`src/rtl/ufsp_pkg.sv`:
```
// ufsp_pkg: shared types and codes for the framed UTF-8 symbol parser.
// No dependencies; imported by the front, queue, back and top modules.
package ufsp_pkg;

  localparam logic [7:0] MARK_START       = 8'h81;
  localparam logic [7:0] MARK_END         = 8'h82;
  localparam logic [7:0] MARK_BLOCK_OPEN  = 8'h83;
  localparam logic [7:0] MARK_BLOCK_CLOSE = 8'h84;
  localparam logic [7:0] MARK_RULE        = 8'h85;

  localparam int unsigned CODE_W = 21;
  localparam int unsigned KIND_W = 3;
  localparam int unsigned ERR_W  = 3;
  localparam int unsigned QUEUE_DEPTH = 2;

  typedef enum logic [3:0] {
    CLS_START,
    CLS_END,
    CLS_OPEN,
    CLS_CLOSE,
    CLS_RULE,
    CLS_ASCII,
    CLS_LEAD2,
    CLS_LEAD3,
    CLS_LEAD4,
    CLS_BAD
  } byte_class_t;

  typedef enum logic [KIND_W-1:0] {
    KIND_BODY      = 3'd0,
    KIND_HEAD      = 3'd1,
    KIND_BLOCK_END = 3'd2,
    KIND_TX_END    = 3'd3,
    KIND_ERROR     = 3'd4
  } event_kind_t;

  typedef enum logic [ERR_W-1:0] {
    ERR_REPEAT_START = 3'd0,
    ERR_NESTED_BLOCK = 3'd1,
    ERR_BAD_CLOSE    = 3'd2,
    ERR_BAD_UTF8     = 3'd3,
    ERR_END_NO_START = 3'd4,
    ERR_OUTSIDE      = 3'd5
  } error_code_t;

  // one classified word as it travels from front to back
  typedef struct packed {
    byte_class_t cls;
    logic        is_cont;
    logic [7:0]  data;
  } entry_t;

endpackage

```
`src/rtl/ufsp_byte_if.sv`:
```
// ufsp_byte_if: valid/ready channel carrying one input byte per word.
// No dependencies.
interface ufsp_byte_if;
  logic       valid;
  logic       ready;
  logic [7:0] in_byte;

  modport source (output valid, output in_byte, input ready);
  modport sink   (input valid, input in_byte, output ready);
endinterface

```
`src/rtl/ufsp_event_if.sv`:
```
// ufsp_event_if: valid/ready channel carrying one parser event per word.
// No dependencies.
interface ufsp_event_if;
  logic        valid;
  logic        ready;
  logic [2:0]  event_kind;
  logic [20:0] symbol_value;
  logic [2:0]  error_code;

  modport source (output valid, output event_kind, output symbol_value,
                  output error_code, input ready);
  modport sink   (input valid, input event_kind, input symbol_value,
                  input error_code, output ready);
endinterface

```
`src/rtl/ufsp_front.sv`:
```
// ufsp_front: accepts input bytes, classifies them as marker, ASCII, lead or bad.
// Depends on ufsp_pkg and ufsp_byte_if; feeds ufsp_queue.
module ufsp_front import ufsp_pkg::*; (
  ufsp_byte_if.sink in_ch,
  output logic      push_valid,
  input  logic      push_ready,
  output entry_t    push_entry
);

  logic [7:0] b;

  assign b             = in_ch.in_byte;
  assign push_valid    = in_ch.valid;
  assign in_ch.ready   = push_ready;

  always_comb begin
    push_entry.data    = b;
    push_entry.is_cont = (b[7:6] == 2'b10);
    unique case (b)
      MARK_START:       push_entry.cls = CLS_START;
      MARK_END:         push_entry.cls = CLS_END;
      MARK_BLOCK_OPEN:  push_entry.cls = CLS_OPEN;
      MARK_BLOCK_CLOSE: push_entry.cls = CLS_CLOSE;
      MARK_RULE:        push_entry.cls = CLS_RULE;
      default: begin
        if (!b[7])                 push_entry.cls = CLS_ASCII;
        else if (b[7:5] == 3'b110) push_entry.cls = CLS_LEAD2;
        else if (b[7:4] == 4'b1110) push_entry.cls = CLS_LEAD3;
        else if (b[7:3] == 5'b11110) push_entry.cls = CLS_LEAD4;
        else                       push_entry.cls = CLS_BAD;
      end
    endcase
  end

endmodule

```
`src/rtl/ufsp_queue.sv`:
```
// ufsp_queue: two-word FIFO between classifier front and decoder back.
// Depends on ufsp_pkg.
module ufsp_queue import ufsp_pkg::*; (
  input  logic   clk,
  input  logic   rst_n,
  input  logic   push_valid,
  output logic   push_ready,
  input  entry_t push_entry,
  output logic   pop_valid,
  input  logic   pop_ready,
  output entry_t pop_entry
);

  localparam int unsigned PTR_W = $clog2(QUEUE_DEPTH);
  localparam int unsigned CNT_W = $clog2(QUEUE_DEPTH + 1);

  entry_t             mem [QUEUE_DEPTH];
  logic [PTR_W-1:0]   wr_ptr_r, wr_ptr_nxt;
  logic [PTR_W-1:0]   rd_ptr_r, rd_ptr_nxt;
  logic [CNT_W-1:0]   count_r, count_nxt;
  logic               do_push, do_pop;

  assign push_ready = (count_r != CNT_W'(QUEUE_DEPTH));
  assign pop_valid  = (count_r != '0);
  assign pop_entry  = mem[rd_ptr_r];
  assign do_push    = push_valid && push_ready;
  assign do_pop     = pop_valid && pop_ready;

  always_comb begin
    wr_ptr_nxt = wr_ptr_r;
    rd_ptr_nxt = rd_ptr_r;
    if (do_push) begin
      wr_ptr_nxt = (wr_ptr_r == PTR_W'(QUEUE_DEPTH - 1)) ? '0 : wr_ptr_r + 1'b1;
    end
    if (do_pop) begin
      rd_ptr_nxt = (rd_ptr_r == PTR_W'(QUEUE_DEPTH - 1)) ? '0 : rd_ptr_r + 1'b1;
    end
    count_nxt = count_r + CNT_W'(do_push) - CNT_W'(do_pop);
  end

  always_ff @(posedge clk) begin
    if (!rst_n) begin
      wr_ptr_r <= '0;
      rd_ptr_r <= '0;
      count_r  <= '0;
    end else begin
      wr_ptr_r <= wr_ptr_nxt;
      rd_ptr_r <= rd_ptr_nxt;
      count_r  <= count_nxt;
    end
  end

  always_ff @(posedge clk) begin
    if (do_push) begin
      mem[wr_ptr_r] <= push_entry;
    end
  end

endmodule

```
`src/rtl/ufsp_back.sv`:
```
// ufsp_back: framing state and UTF-8 assembly; drives the registered event output.
// Depends on ufsp_pkg and ufsp_event_if; fed by ufsp_queue.
module ufsp_back import ufsp_pkg::*; (
  input  logic          clk,
  input  logic          rst_n,
  input  logic          pop_valid,
  output logic          pop_ready,
  input  entry_t        pop_entry,
  ufsp_event_if.source  out_ch
);

  logic              started_r, started_nxt;
  logic              in_block_r, in_block_nxt;
  logic              rule_pend_r, rule_pend_nxt;
  logic              has_data_r, has_data_nxt;
  logic [1:0]        cont_left_r, cont_left_nxt;
  logic [CODE_W-1:0] acc_r, acc_nxt;

  logic              out_valid_r, out_valid_nxt;
  event_kind_t       kind_r, kind_nxt;
  logic [CODE_W-1:0] value_r, value_nxt;
  error_code_t       err_r, err_nxt;

  logic              take;
  logic              emit;
  logic              emit_sym;
  logic              raise;
  logic              clear;
  event_kind_t       ev_kind;
  error_code_t       ev_err;
  logic [7:0]        b;

  assign b         = pop_entry.data;
  // take a word whenever the output slot is free or draining this cycle
  assign take      = pop_valid && (!out_valid_r || out_ch.ready);
  assign pop_ready = !out_valid_r || out_ch.ready;

  always_comb begin
    started_nxt   = started_r;
    in_block_nxt  = in_block_r;
    rule_pend_nxt = rule_pend_r;
    has_data_nxt  = has_data_r;
    cont_left_nxt = cont_left_r;
    acc_nxt       = acc_r;
    emit          = 1'b0;
    emit_sym      = 1'b0;
    raise         = 1'b0;
    clear         = 1'b0;
    ev_kind       = KIND_BODY;
    ev_err        = ERR_REPEAT_START;

    if (take) begin
      if (cont_left_r != 2'd0) begin
        if (!pop_entry.is_cont) begin
          raise  = 1'b1;
          ev_err = ERR_BAD_UTF8;
        end else begin
          acc_nxt       = {acc_r[CODE_W-7:0], b[5:0]};
          cont_left_nxt = cont_left_r - 2'd1;
          emit_sym      = (cont_left_r == 2'd1);
        end
      end else if (!started_r) begin
        if (pop_entry.cls == CLS_START) begin
          started_nxt = 1'b1;
        end else if (pop_entry.cls == CLS_END) begin
          raise  = 1'b1;
          ev_err = ERR_END_NO_START;
        end
      end else begin
        case (pop_entry.cls)
          CLS_START: begin
            raise  = 1'b1;
            ev_err = ERR_REPEAT_START;
          end
          CLS_END: begin
            clear   = 1'b1;
            emit    = 1'b1;
            ev_kind = KIND_TX_END;
          end
          CLS_OPEN: begin
            has_data_nxt = 1'b0;
            if (in_block_r) begin
              raise  = 1'b1;
              ev_err = ERR_NESTED_BLOCK;
            end else begin
              in_block_nxt  = 1'b1;
              rule_pend_nxt = 1'b1;
            end
          end
          CLS_CLOSE: begin
            if (!has_data_r || !in_block_r) begin
              raise  = 1'b1;
              ev_err = ERR_BAD_CLOSE;
            end else begin
              in_block_nxt  = 1'b0;
              rule_pend_nxt = 1'b0;
              emit          = 1'b1;
              ev_kind       = KIND_BLOCK_END;
            end
          end
          CLS_RULE: rule_pend_nxt = 1'b1;
          default: begin
            if (!in_block_r) begin
              raise  = 1'b1;
              ev_err = ERR_OUTSIDE;
            end else begin
              case (pop_entry.cls)
                CLS_ASCII: begin
                  acc_nxt  = CODE_W'(b);
                  emit_sym = 1'b1;
                end
                CLS_LEAD2: begin
                  acc_nxt       = CODE_W'(b[4:0]);
                  cont_left_nxt = 2'd1;
                end
                CLS_LEAD3: begin
                  acc_nxt       = CODE_W'(b[3:0]);
                  cont_left_nxt = 2'd2;
                end
                CLS_LEAD4: begin
                  acc_nxt       = CODE_W'(b[2:0]);
                  cont_left_nxt = 2'd3;
                end
                default: begin
                  raise  = 1'b1;
                  ev_err = ERR_BAD_UTF8;
                end
              endcase
            end
          end
        endcase
      end

      if (emit_sym) begin
        emit          = 1'b1;
        ev_kind       = rule_pend_r ? KIND_HEAD : KIND_BODY;
        rule_pend_nxt = 1'b0;
        has_data_nxt  = 1'b1;
      end
      if (raise) begin
        emit    = 1'b1;
        clear   = 1'b1;
        ev_kind = KIND_ERROR;
      end
      // drop all framing state back to waiting for a start marker
      if (clear) begin
        started_nxt   = 1'b0;
        in_block_nxt  = 1'b0;
        rule_pend_nxt = 1'b0;
        has_data_nxt  = 1'b0;
        cont_left_nxt = 2'd0;
        acc_nxt       = '0;
      end
    end
  end

  always_comb begin
    out_valid_nxt = out_valid_r;
    kind_nxt      = kind_r;
    value_nxt     = value_r;
    err_nxt       = err_r;
    if (take && emit) begin
      out_valid_nxt = 1'b1;
      kind_nxt      = ev_kind;
      value_nxt     = emit_sym ? acc_nxt : '0;
      err_nxt       = raise ? ev_err : ERR_REPEAT_START;
    end else if (out_ch.ready) begin
      out_valid_nxt = 1'b0;
    end
  end

  always_ff @(posedge clk) begin
    if (!rst_n) begin
      started_r   <= 1'b0;
      in_block_r  <= 1'b0;
      rule_pend_r <= 1'b0;
      has_data_r  <= 1'b0;
      cont_left_r <= 2'd0;
      acc_r       <= '0;
      out_valid_r <= 1'b0;
    end else begin
      started_r   <= started_nxt;
      in_block_r  <= in_block_nxt;
      rule_pend_r <= rule_pend_nxt;
      has_data_r  <= has_data_nxt;
      cont_left_r <= cont_left_nxt;
      acc_r       <= acc_nxt;
      out_valid_r <= out_valid_nxt;
    end
  end

  always_ff @(posedge clk) begin
    kind_r  <= kind_nxt;
    value_r <= value_nxt;
    err_r   <= err_nxt;
  end

  assign out_ch.valid        = out_valid_r;
  assign out_ch.event_kind   = kind_r;
  assign out_ch.symbol_value = value_r;
  assign out_ch.error_code   = err_r;

endmodule

```
`src/rtl/utf8_framed_symbol_parser.sv`:
```
// Framed UTF-8 symbol parser: classifier front, two-word queue, decoder back.
// Path: an accepted byte is written into the queue; the back then takes it and
//   registers its event, if any. Throughput: one byte per cycle while the queue
//   has room; the back takes one word each cycle its output register is free or
//   draining. A stalled output fills the queue, which then holds the input off.
// Reset: synchronous active-low rst_n empties the queue and clears framing state.
module utf8_framed_symbol_parser import ufsp_pkg::*; (
  input  logic         clk,
  input  logic         rst_n,
  ufsp_byte_if.sink    in_ch,
  ufsp_event_if.source out_ch
);

  logic   push_valid, push_ready;
  entry_t push_entry;
  logic   pop_valid, pop_ready;
  entry_t pop_entry;

  ufsp_front u_front (
    .in_ch      (in_ch),
    .push_valid (push_valid),
    .push_ready (push_ready),
    .push_entry (push_entry)
  );

  ufsp_queue u_queue (
    .clk        (clk),
    .rst_n      (rst_n),
    .push_valid (push_valid),
    .push_ready (push_ready),
    .push_entry (push_entry),
    .pop_valid  (pop_valid),
    .pop_ready  (pop_ready),
    .pop_entry  (pop_entry)
  );

  ufsp_back u_back (
    .clk       (clk),
    .rst_n     (rst_n),
    .pop_valid (pop_valid),
    .pop_ready (pop_ready),
    .pop_entry (pop_entry),
    .out_ch    (out_ch)
  );

endmodule
```
`src/flat_wrapper.sv`:
```
// flat-port wrapper written by rule: the top's interface ports become plain ports
module utf8_framed_symbol_parser_flat import ufsp_pkg::*;
  (clk, rst_n, in_ch_valid, in_ch_in_byte, in_ch_ready, out_ch_valid, out_ch_event_kind, out_ch_symbol_value, out_ch_error_code, out_ch_ready);
  ufsp_byte_if in_ch_i ();
  ufsp_event_if out_ch_i ();
  input  logic clk;
  input  logic rst_n;
  input wire logic [$bits(in_ch_i.valid)-1:0] in_ch_valid;
  input wire logic [$bits(in_ch_i.in_byte)-1:0] in_ch_in_byte;
  output wire logic [$bits(in_ch_i.ready)-1:0] in_ch_ready;
  output wire logic [$bits(out_ch_i.valid)-1:0] out_ch_valid;
  output wire logic [$bits(out_ch_i.event_kind)-1:0] out_ch_event_kind;
  output wire logic [$bits(out_ch_i.symbol_value)-1:0] out_ch_symbol_value;
  output wire logic [$bits(out_ch_i.error_code)-1:0] out_ch_error_code;
  input wire logic [$bits(out_ch_i.ready)-1:0] out_ch_ready;
  assign in_ch_i.valid = in_ch_valid;
  assign in_ch_i.in_byte = in_ch_in_byte;
  assign in_ch_ready = in_ch_i.ready;
  assign out_ch_valid = out_ch_i.valid;
  assign out_ch_event_kind = out_ch_i.event_kind;
  assign out_ch_symbol_value = out_ch_i.symbol_value;
  assign out_ch_error_code = out_ch_i.error_code;
  assign out_ch_i.ready = out_ch_ready;
  utf8_framed_symbol_parser u_core (.clk(clk), .rst_n(rst_n), .in_ch(in_ch_i), .out_ch(out_ch_i));
endmodule
```
`config.mk`:
```
export PLATFORM = sky130hd
export DESIGN_NAME = utf8_framed_symbol_parser_flat
export DESIGN_NICKNAME = d
export VERILOG_FILES = /design/src/rtl/ufsp_pkg.sv /design/src/rtl/ufsp_byte_if.sv /design/src/rtl/ufsp_event_if.sv /design/src/rtl/ufsp_front.sv /design/src/rtl/ufsp_queue.sv /design/src/rtl/ufsp_back.sv /design/src/rtl/utf8_framed_symbol_parser.sv /design/src/flat_wrapper.sv
export SDC_FILE = /design/constraint.sdc
export NUM_CORES = 1
export LEC_CHECK = 0
export ABC_AREA = 0
export BUFFER_PORTS_ARGS = -buffer_cell sky130_fd_sc_hd__buf_2
export CAP_MARGIN = 20
export CORE_MARGIN = 2
export CORE_UTILIZATION = 42
export DETAILED_ROUTE_END_ITERATION = 8
export GPL_TIMING_DRIVEN = 0
export PLACE_DENSITY = 0.6
export SLEW_MARGIN = 20
export SYNTH_ARGS = -nofsm -noshare
export SYNTH_HDL_FRONTEND = slang
export SYNTH_SLANG_ARGS = --single-unit
```
`constraint.sdc`:
```
create_clock -name clk -period 5.6 [get_ports clk]
set_input_delay 0.28 -clock clk [delete_from_list [all_inputs] [get_ports clk]]
set_output_delay 0.28 -clock clk [all_outputs]
set_load 0.005 [all_outputs]
```
==> results of run 1 <==
[registers in the layout, summed over array words and instances, names as in the netlist, named ones only]
signal,count
u_core.u_queue.rd_ptr_r,1
u_core.u_queue.wr_ptr_r,1
u_core.u_back.out_ch.event_kind,3
u_core.u_queue.count_r,2
u_core.u_back.started_r,1
u_core.u_back.out_ch.error_code,3
u_core.u_back.in_block_r,1
u_core.u_back.rule_pend_r,1
u_core.u_back.acc_r,21
u_core.u_back.out_ch.valid,1
u_core.u_back.cont_left_r,2
u_core.u_queue.mem,26
u_core.u_back.has_data_r,1
u_core.u_back.out_ch.symbol_value,21
[stage by stage]
step,util [%],power (mW)
after floorplan,-,1.13
after global placement,47.4,1.27
after detailed placement,47.8,1.29
after CTS,50.1,1.74
after global routing,50.1,1.82
final,50.1,1.72
[power groups by stage]
stage | registers, mW | logic [mW] | clock network [mW]
final | 0.777 | 0.498 | 0.444
after global routing | 0.785 | 0.554 | 0.483
after CTS | 0.778 | 0.501 | 0.457
after detailed placement | 0.792 | 0.500 | 0
after global placement | 0.794 | 0.477 | 0
after floorplan | 0.795 | 0.338 | 0
[per-layer routing]
metal	vias up	GRT usage, %	part of all wire [%]
met5	-	0	0
met4	0	7.90	1.9
met3	12	3.24	4.0
met2	68	27.7	45
met1	1431	24.9	49
li1	1490	-	-
[cell families (layout without fill, tap and decap cells)]
logic type / after synthesis / in the layout
adders and majority gates: 2 / 2
xor gates and xnor gates: 5 / 5
and+or+nand+nor: 133 / 133
DFF: 86 / 86
AOI/OAI and AO/OA: 99 / 99
muxes: 12 / 12
buffers and inverters: 27 / 84
[cell type report]
cell class	instances	area, µm²	area share, %
buffer	21	108	2.33
clock buffer	9	124	2.68
clock inverter	7	81.3	1.76
inverter	6	22.5	0.487
multi-input combinational	251	1650	35.7
sequential	86	2250	48.7
tap	129	161	3.49
timing repair buffer	41	228	4.92
[path summary, 6_finish.rpt]
path,start,endpoint,slack (ns),cells past startpoint
worst max-delay path,flop,u_core.u_back.out_ch.symbol_value[7]$_SDFFCE_PN0P_,2.76,8
worst min-delay path,in_ch_in_byte[3],u_core.u_queue.mem[0][3]$_DFFE_PP_,0.14,1
worst max register to register,flop,u_core.u_back.out_ch.symbol_value[7]$_SDFFCE_PN0P_,2.76,8
worst min register to register,u_core.u_back.acc_r[17]$_SDFF_PN0_,u_core.u_back.acc_r[17]$_SDFF_PN0_,0.48,1
[placed cells by master, fill, tap and decap left out, drive strengths merged, types with 3 or more instances in the layout]
cell type,synthesis,routed
clkbuf,13,22
edfxtp,53,53
o21ai,13,13
o221ai,3,3
or3b,4,4
a211oi,7,7
o22ai,3,3
a21boi,4,4
nor3b,6,6
nand3,16,16
a21oi,23,23
nand2,27,27
nor3,6,6
nor2b,4,4
or2,3,3
inv,6,8
and2,9,9
a22o,14,14
mux2i,11,11
xnor2,4,4
dfxtp,33,33
a31oi,4,4
clkinv,0,4
a22oi,5,5
nor2,34,34
buf,8,49
nand3b,5,5
o21a,3,3
and3,8,8
==> impl_metrics.py, run 1 <==
metrics = {
    "clock_tree": {
        "clkLatencyLatePin_ns": 0.35,
        "clockBufferDepth": 2,
        "post_cts_buffers": 0,
        "cts.sinks": 86,
        "hold_buffers": 0,
        "cts_tree": "done",
        "cts_made_buffers": 9,
        "cts-resized-gates": 0,
        "clk_pin_slew_worst_paths_ns": 0.09,
        "cts_root_buf": "clkbuf_8",
        "htree_levels": 3,
    },
    "synth": {
        "yosysMostFrequentCell": "edfxtp_1",
        "synthAdderAreaFrac_pct": 0.623,
        "synth_common_cells": "edfxtp_1 (53), nor2_1 (34), dfxtp_1 (33)",
        "seq_area_frac_synth_pct": 56.1,
        "ys_ff_latch": 86,
        "synth_area_um2": 4010,
        "yosysTopAreaCellShare_pct": 39.7,
        "async_flop_share_pct": 0,
        "netlist_instances": 364,
        "synth_flop_cell": "edfxtp_1",
        "synth_xor_area_share_pct": 1.09,
        "yosys.area_share.simple_pct": 17.3,
        "yosysWarnings": 0,
        "synth_cell_types": 64,
        "synth_top_family_by_area": "compound AO/OA/AOI/OAI gates",
        "yosys.area.top_type": "edfxtp_1",
        "synth-edff-count": 53,
        "synthTopCellsByArea": "edfxtp_1 (40%), dfxtp_1 (16%), nor2_1 (3.2%), a22o_1 (3.1%), a21oi_1 (2.9%)",
        "synth_nets": 378,
        "synth_compound_area_share_pct": 18.6,
        "synth_area_per_cell_um2": 11.0,
        "muxShareOfSynthArea_pct": 3.02,
    },
    "power_and_ir_drop": {
        "pwr-share-clk_pct": 25.8,
        "netSwitchingFraction_pct": 33.1,
        "p_int_mw": 1.15,
        "peakVddDrop_uv": 157,
        "p_leak_nw": 1.60,
        "pwr-share-seq_pct": 45.2,
        "combPwrFrac_pct": 29.0,
        "powerDensity_nw_per_um2": 372,
        "power.switching_uw": 569,
    },
    "setup_path": {
        "worst_setup_path_end_kind": "flop",
        "worst_setup_path_start_kind": "flop",
        "crit_slowest_cell": "nor3b_1",
        "worstPathRequired_ns": 5.79,
        "cp_cell_sequence": "buf_6 > buf_2 > mux2i_1 > nor3b_1 > a41o_1 > nand2_1 > buf_2 > nor2_1",
        "path_class": "flop to flop",
        "crit_top_cell": "buf_2",
        "crit_buf_inv": 3,
        "cp_top_family": "simple AND/OR/NAND/NOR gates",
        "path_max_fanout": 10,
        "cp.arrival_ns": 3.04,
        "slowest_delay_ns": 0.75,
    },
    "global_route": {
        "grt_pass1_wl_mm": 14.3,
        "grt_max_degree": 26,
        "grt_pass1_vias": 2784,
        "grt_overflow": 0,
        "antenna_found_initial": 0,
        "grtUsageTotal_pct": 18.0,
    },
    "route": {
        "drc_errors": 0,
        "drt.antenna.violating_nets": 0,
        "drt_iter0_drc": 156,
        "routed-via-count": 3001,
        "first_pass_iters": 4,
        "routedWlPerCell_um": 15.8,
        "vias_per_cell": 5.46,
        "routed_wl_mm": 8.71,
    },
    "sta": {
        "slew_headroom_pct": 43.6,
        "setup_viol": 0,
        "layout_setup_ws_ns": 2.76,
        "final.min_clock_period_ns": 2.84,
        "hold_viol_final": 0,
        "rsz0062_at_grt": "false",
        "fin_hold_ws_ns": 0.142,
        "min_period_over_period_pct": 50.8,
        "finClkSkew_ns": 0.0111,
        "maxSlewViolCount": 0,
        "max_clock_freq_mhz": 352,
        "worst_slew_pin_slew_ns": 0.844,
        "setup_tns_ns": 0,
    },
    "cells_and_area": {
        "areaGrowthSynthToFinish_pct": 15.2,
        "stdcell_area_um2": 4630,
        "diodes": 0,
        "n_fill_cell": 873,
        "layoutNonFillerInstCount": 550,
        "fin_nets": 430,
        "drive_above_1_share_pct": 19.0,
    },
    "die": {
        "std_cell_rows": 35,
        "dieArea_um2": 10400,
        "start_util_pct": 43.4,
        "dieHeight_um": 102,
        "ioPinCount": 41,
        "coreArea_um2": 9240,
        "die_w_um": 102,
    },
    "flow_run": {
        "cap_violations": 0,
    },
    "min_path": {
        "hold_class": "input port to flop",
    },
    "placed_design": {
        "dpl_cell_area_um2": 4420,
        "dp_hpwl_mm": 6.41,
        "pre_cts_slack_ns": 2.79,
        "io_buffers": 40,
        "dp_cells": 534,
        "globalplace.congestion": 0.881,
    },
    "run_status": {
        "status": "finished clean",
    },
}
Power figures use the tool's default switching activity.
==> run 2: changes to the inputs <==
==> constraint.sdc (replaced) <==
create_clock -name clk -period 2.8 [get_ports clk]
set_input_delay 0.14 -clock clk [delete_from_list [all_inputs] [get_ports clk]]
set_output_delay 0.14 -clock clk [all_outputs]
set_load 0.005 [all_outputs]
==> run 2 against run 1 <==
  * Flip-flop and latch count stayed put
  * Non-clock buffer count increased by 5
  * Clock-buffer cell count unchanged
  * Utilization up 1.0 points
  * Worst hold slack worse by 0.11 ns
  * Largest power group unchanged
  * Clock skew rose by 0.0024 ns
  * Routed wire length increased by 7.4%
  * Critical path depth is 1 higher
  * Setup slack worse by 2.6 ns
  * Combinational power rose by 110%
==> impl_metrics.py, run 2 (synthesis results as in run 1) <==
metrics = {
    "clock_tree": {
        "clkLatencyLatePin_ns": 0.36,
        "cts_tree": "done",
        "cts.sinks": 86,
        "clockBufferDepth": 2,
        "clk_pin_slew_worst_paths_ns": 0.10,
        "cts_made_buffers": 9,
        "cts_root_buf": "clkbuf_8",
        "htree_levels": 3,
    },
    "sta": {
        "maxSlewViolCount": 0,
        "min_period_over_period_pct": 93.5,
        "worst_slew_pin_slew_ns": 0.800,
        "setup_viol": 0,
        "finClkSkew_ns": 0.0135,
        "hold_viol_final": 0,
        "max_clock_freq_mhz": 382,
        "final.min_clock_period_ns": 2.62,
        "layout_setup_ws_ns": 0.183,
        "slew_headroom_pct": 45.9,
        "rsz0062_at_grt": "false",
    },
    "die": {
        "coreArea_um2": 9240,
        "dieArea_um2": 10400,
        "std_cell_rows": 35,
        "dieHeight_um": 102,
        "ioPinCount": 41,
        "start_util_pct": 43.4,
        "die_w_um": 102,
    },
    "power_and_ir_drop": {
        "powerDensity_nw_per_um2": 740,
        "peakVddDrop_uv": 335,
        "p_leak_nw": 1.63,
        "p_total_mw": 3.49,
    },
    "route": {
        "vias_per_cell": 5.54,
        "drt.antenna.violating_nets": 0,
        "drc_errors": 0,
        "routed_wl_mm": 9.36,
        "routed-via-count": 3079,
        "first_pass_iters": 5,
        "drt_iter0_drc": 163,
        "routedWlPerCell_um": 16.8,
    },
    "global_route": {
        "grt_overflow": 0,
        "grt_max_degree": 19,
        "antenna_found_initial": 0,
        "grtUsageTotal_pct": 19.1,
        "grt_pass1_vias": 2914,
        "grt_pass1_wl_mm": 15.0,
    },
    "placed_design": {
        "dpl_cell_area_um2": 4390,
        "pre_cts_slack_ns": -0.486,
        "dp_hpwl_mm": 6.41,
        "globalplace.congestion": 0.901,
        "io_buffers": 40,
    },
    "flow_run": {
        "cap_violations": 0,
    },
    "cells_and_area": {
        "diodes": 0,
        "mostFrequentLayoutCell": "edfxtp_1",
        "stdcell_area_um2": 4720,
        "drive_above_1_share_pct": 21.1,
        "largest_reg_flops": 26,
        "areaGrowthSynthToFinish_pct": 17.6,
        "fin_nets": 436,
        "regMostFlops": "u_core.u_queue.mem",
        "final_cell_mix": "edfxtp_1 (53), buf_2 (44), nor2_1 (33), dfxtp_1 (33), nand2_1 (26)",
    },
    "setup_path": {
        "path_class": "flop to flop",
        "worstPathRequired_ns": 3.06,
        "r2r_slack_ns": 0.18,
        "cp.arrival_ns": 2.87,
        "worst_setup_path_end_kind": "flop",
        "worst_setup_path_start_kind": "flop",
        "path_max_fanout": 10,
    },
    "run_status": {
        "status": "finished clean",
    },
    "min_path": {
        "hold_class": "input port to flop",
    },
}
==> run 2: power by group <==
group          internal [mW]  leakage [nW]  total, mW  switching, mW
registers               1.50         0.756       1.55         0.0525
logic                  0.403         0.767       1.07          0.667
clock network          0.355         0.103      0.870          0.515
==> run 2: layout make-up <==
| cell class | instances | area, µm² |
|---|---|---|
| sequential | 86 | 2250 |
| inverter | 6 | 22.5 |
| buffer | 20 | 104 |
| timing repair buffer | 47 | 270 |
| fill | 865 | 4520 |
| multi-input combinational | 252 | 1710 |
| clock buffer | 9 | 124 |
| tap | 129 | 161 |
| clock inverter | 7 | 76.3 |
==> run 2: path summary, 6_finish.rpt <==
kind,from,end,cells past startpoint
max,flop,u_core.u_back.acc_r[17]$_SDFF_PN0_,9
min,in_ch_in_byte[0],u_core.u_queue.mem[0][0]$_DFFE_PP_,1
max reg2reg,flop,u_core.u_back.acc_r[17]$_SDFF_PN0_,9
min reg2reg,u_core.u_back.acc_r[18]$_SDFF_PN0_,u_core.u_back.acc_r[18]$_SDFF_PN0_,1
==> run 2: repair_timing <==
item	CTS	global route
endpoints found under the hold margin	3	0
gates resized for setup	2	6
gates cloned	1	0
endpoints found under the setup margin	40	39
pin swaps	2	0
buffers inserted	5	0
hold buffers	2	0
==> run 2: critical path: stages (launching register included) <==
cell and delay, ns:
dfxtp_1 0.36, buf_6 0.14, buf_2 0.23, mux2i_1 0.35
a21oi_1 0.09, nor4_1 0.54, a2111oi_4 0.16, a31o_2 0.33
buf_6 0.15, a22o_1 0.18
==> run 2: per-stage QoR <==
stage               hold WS, ns  utilization [%]  instances  TNS [ns]
finish                   0.0315             51.1        556         0
global route             0.0196             51.1        556         0
CTS                      0.0138             50.8        557         0
detailed placement        0.356             47.5        533    -14.73
global placement          0.356             47.5        533    -13.22
floorplan                 0.239                -        364         0
==> run 2: per-layer routing <==
layer,global-route usage [%],up-vias,routed length (µm)
li1,-,1500,-
met1,26.2,1470,4410
met2,30.1,96,4360
met3,3.80,13,444
met4,7.17,0,144
met5,0,-,0
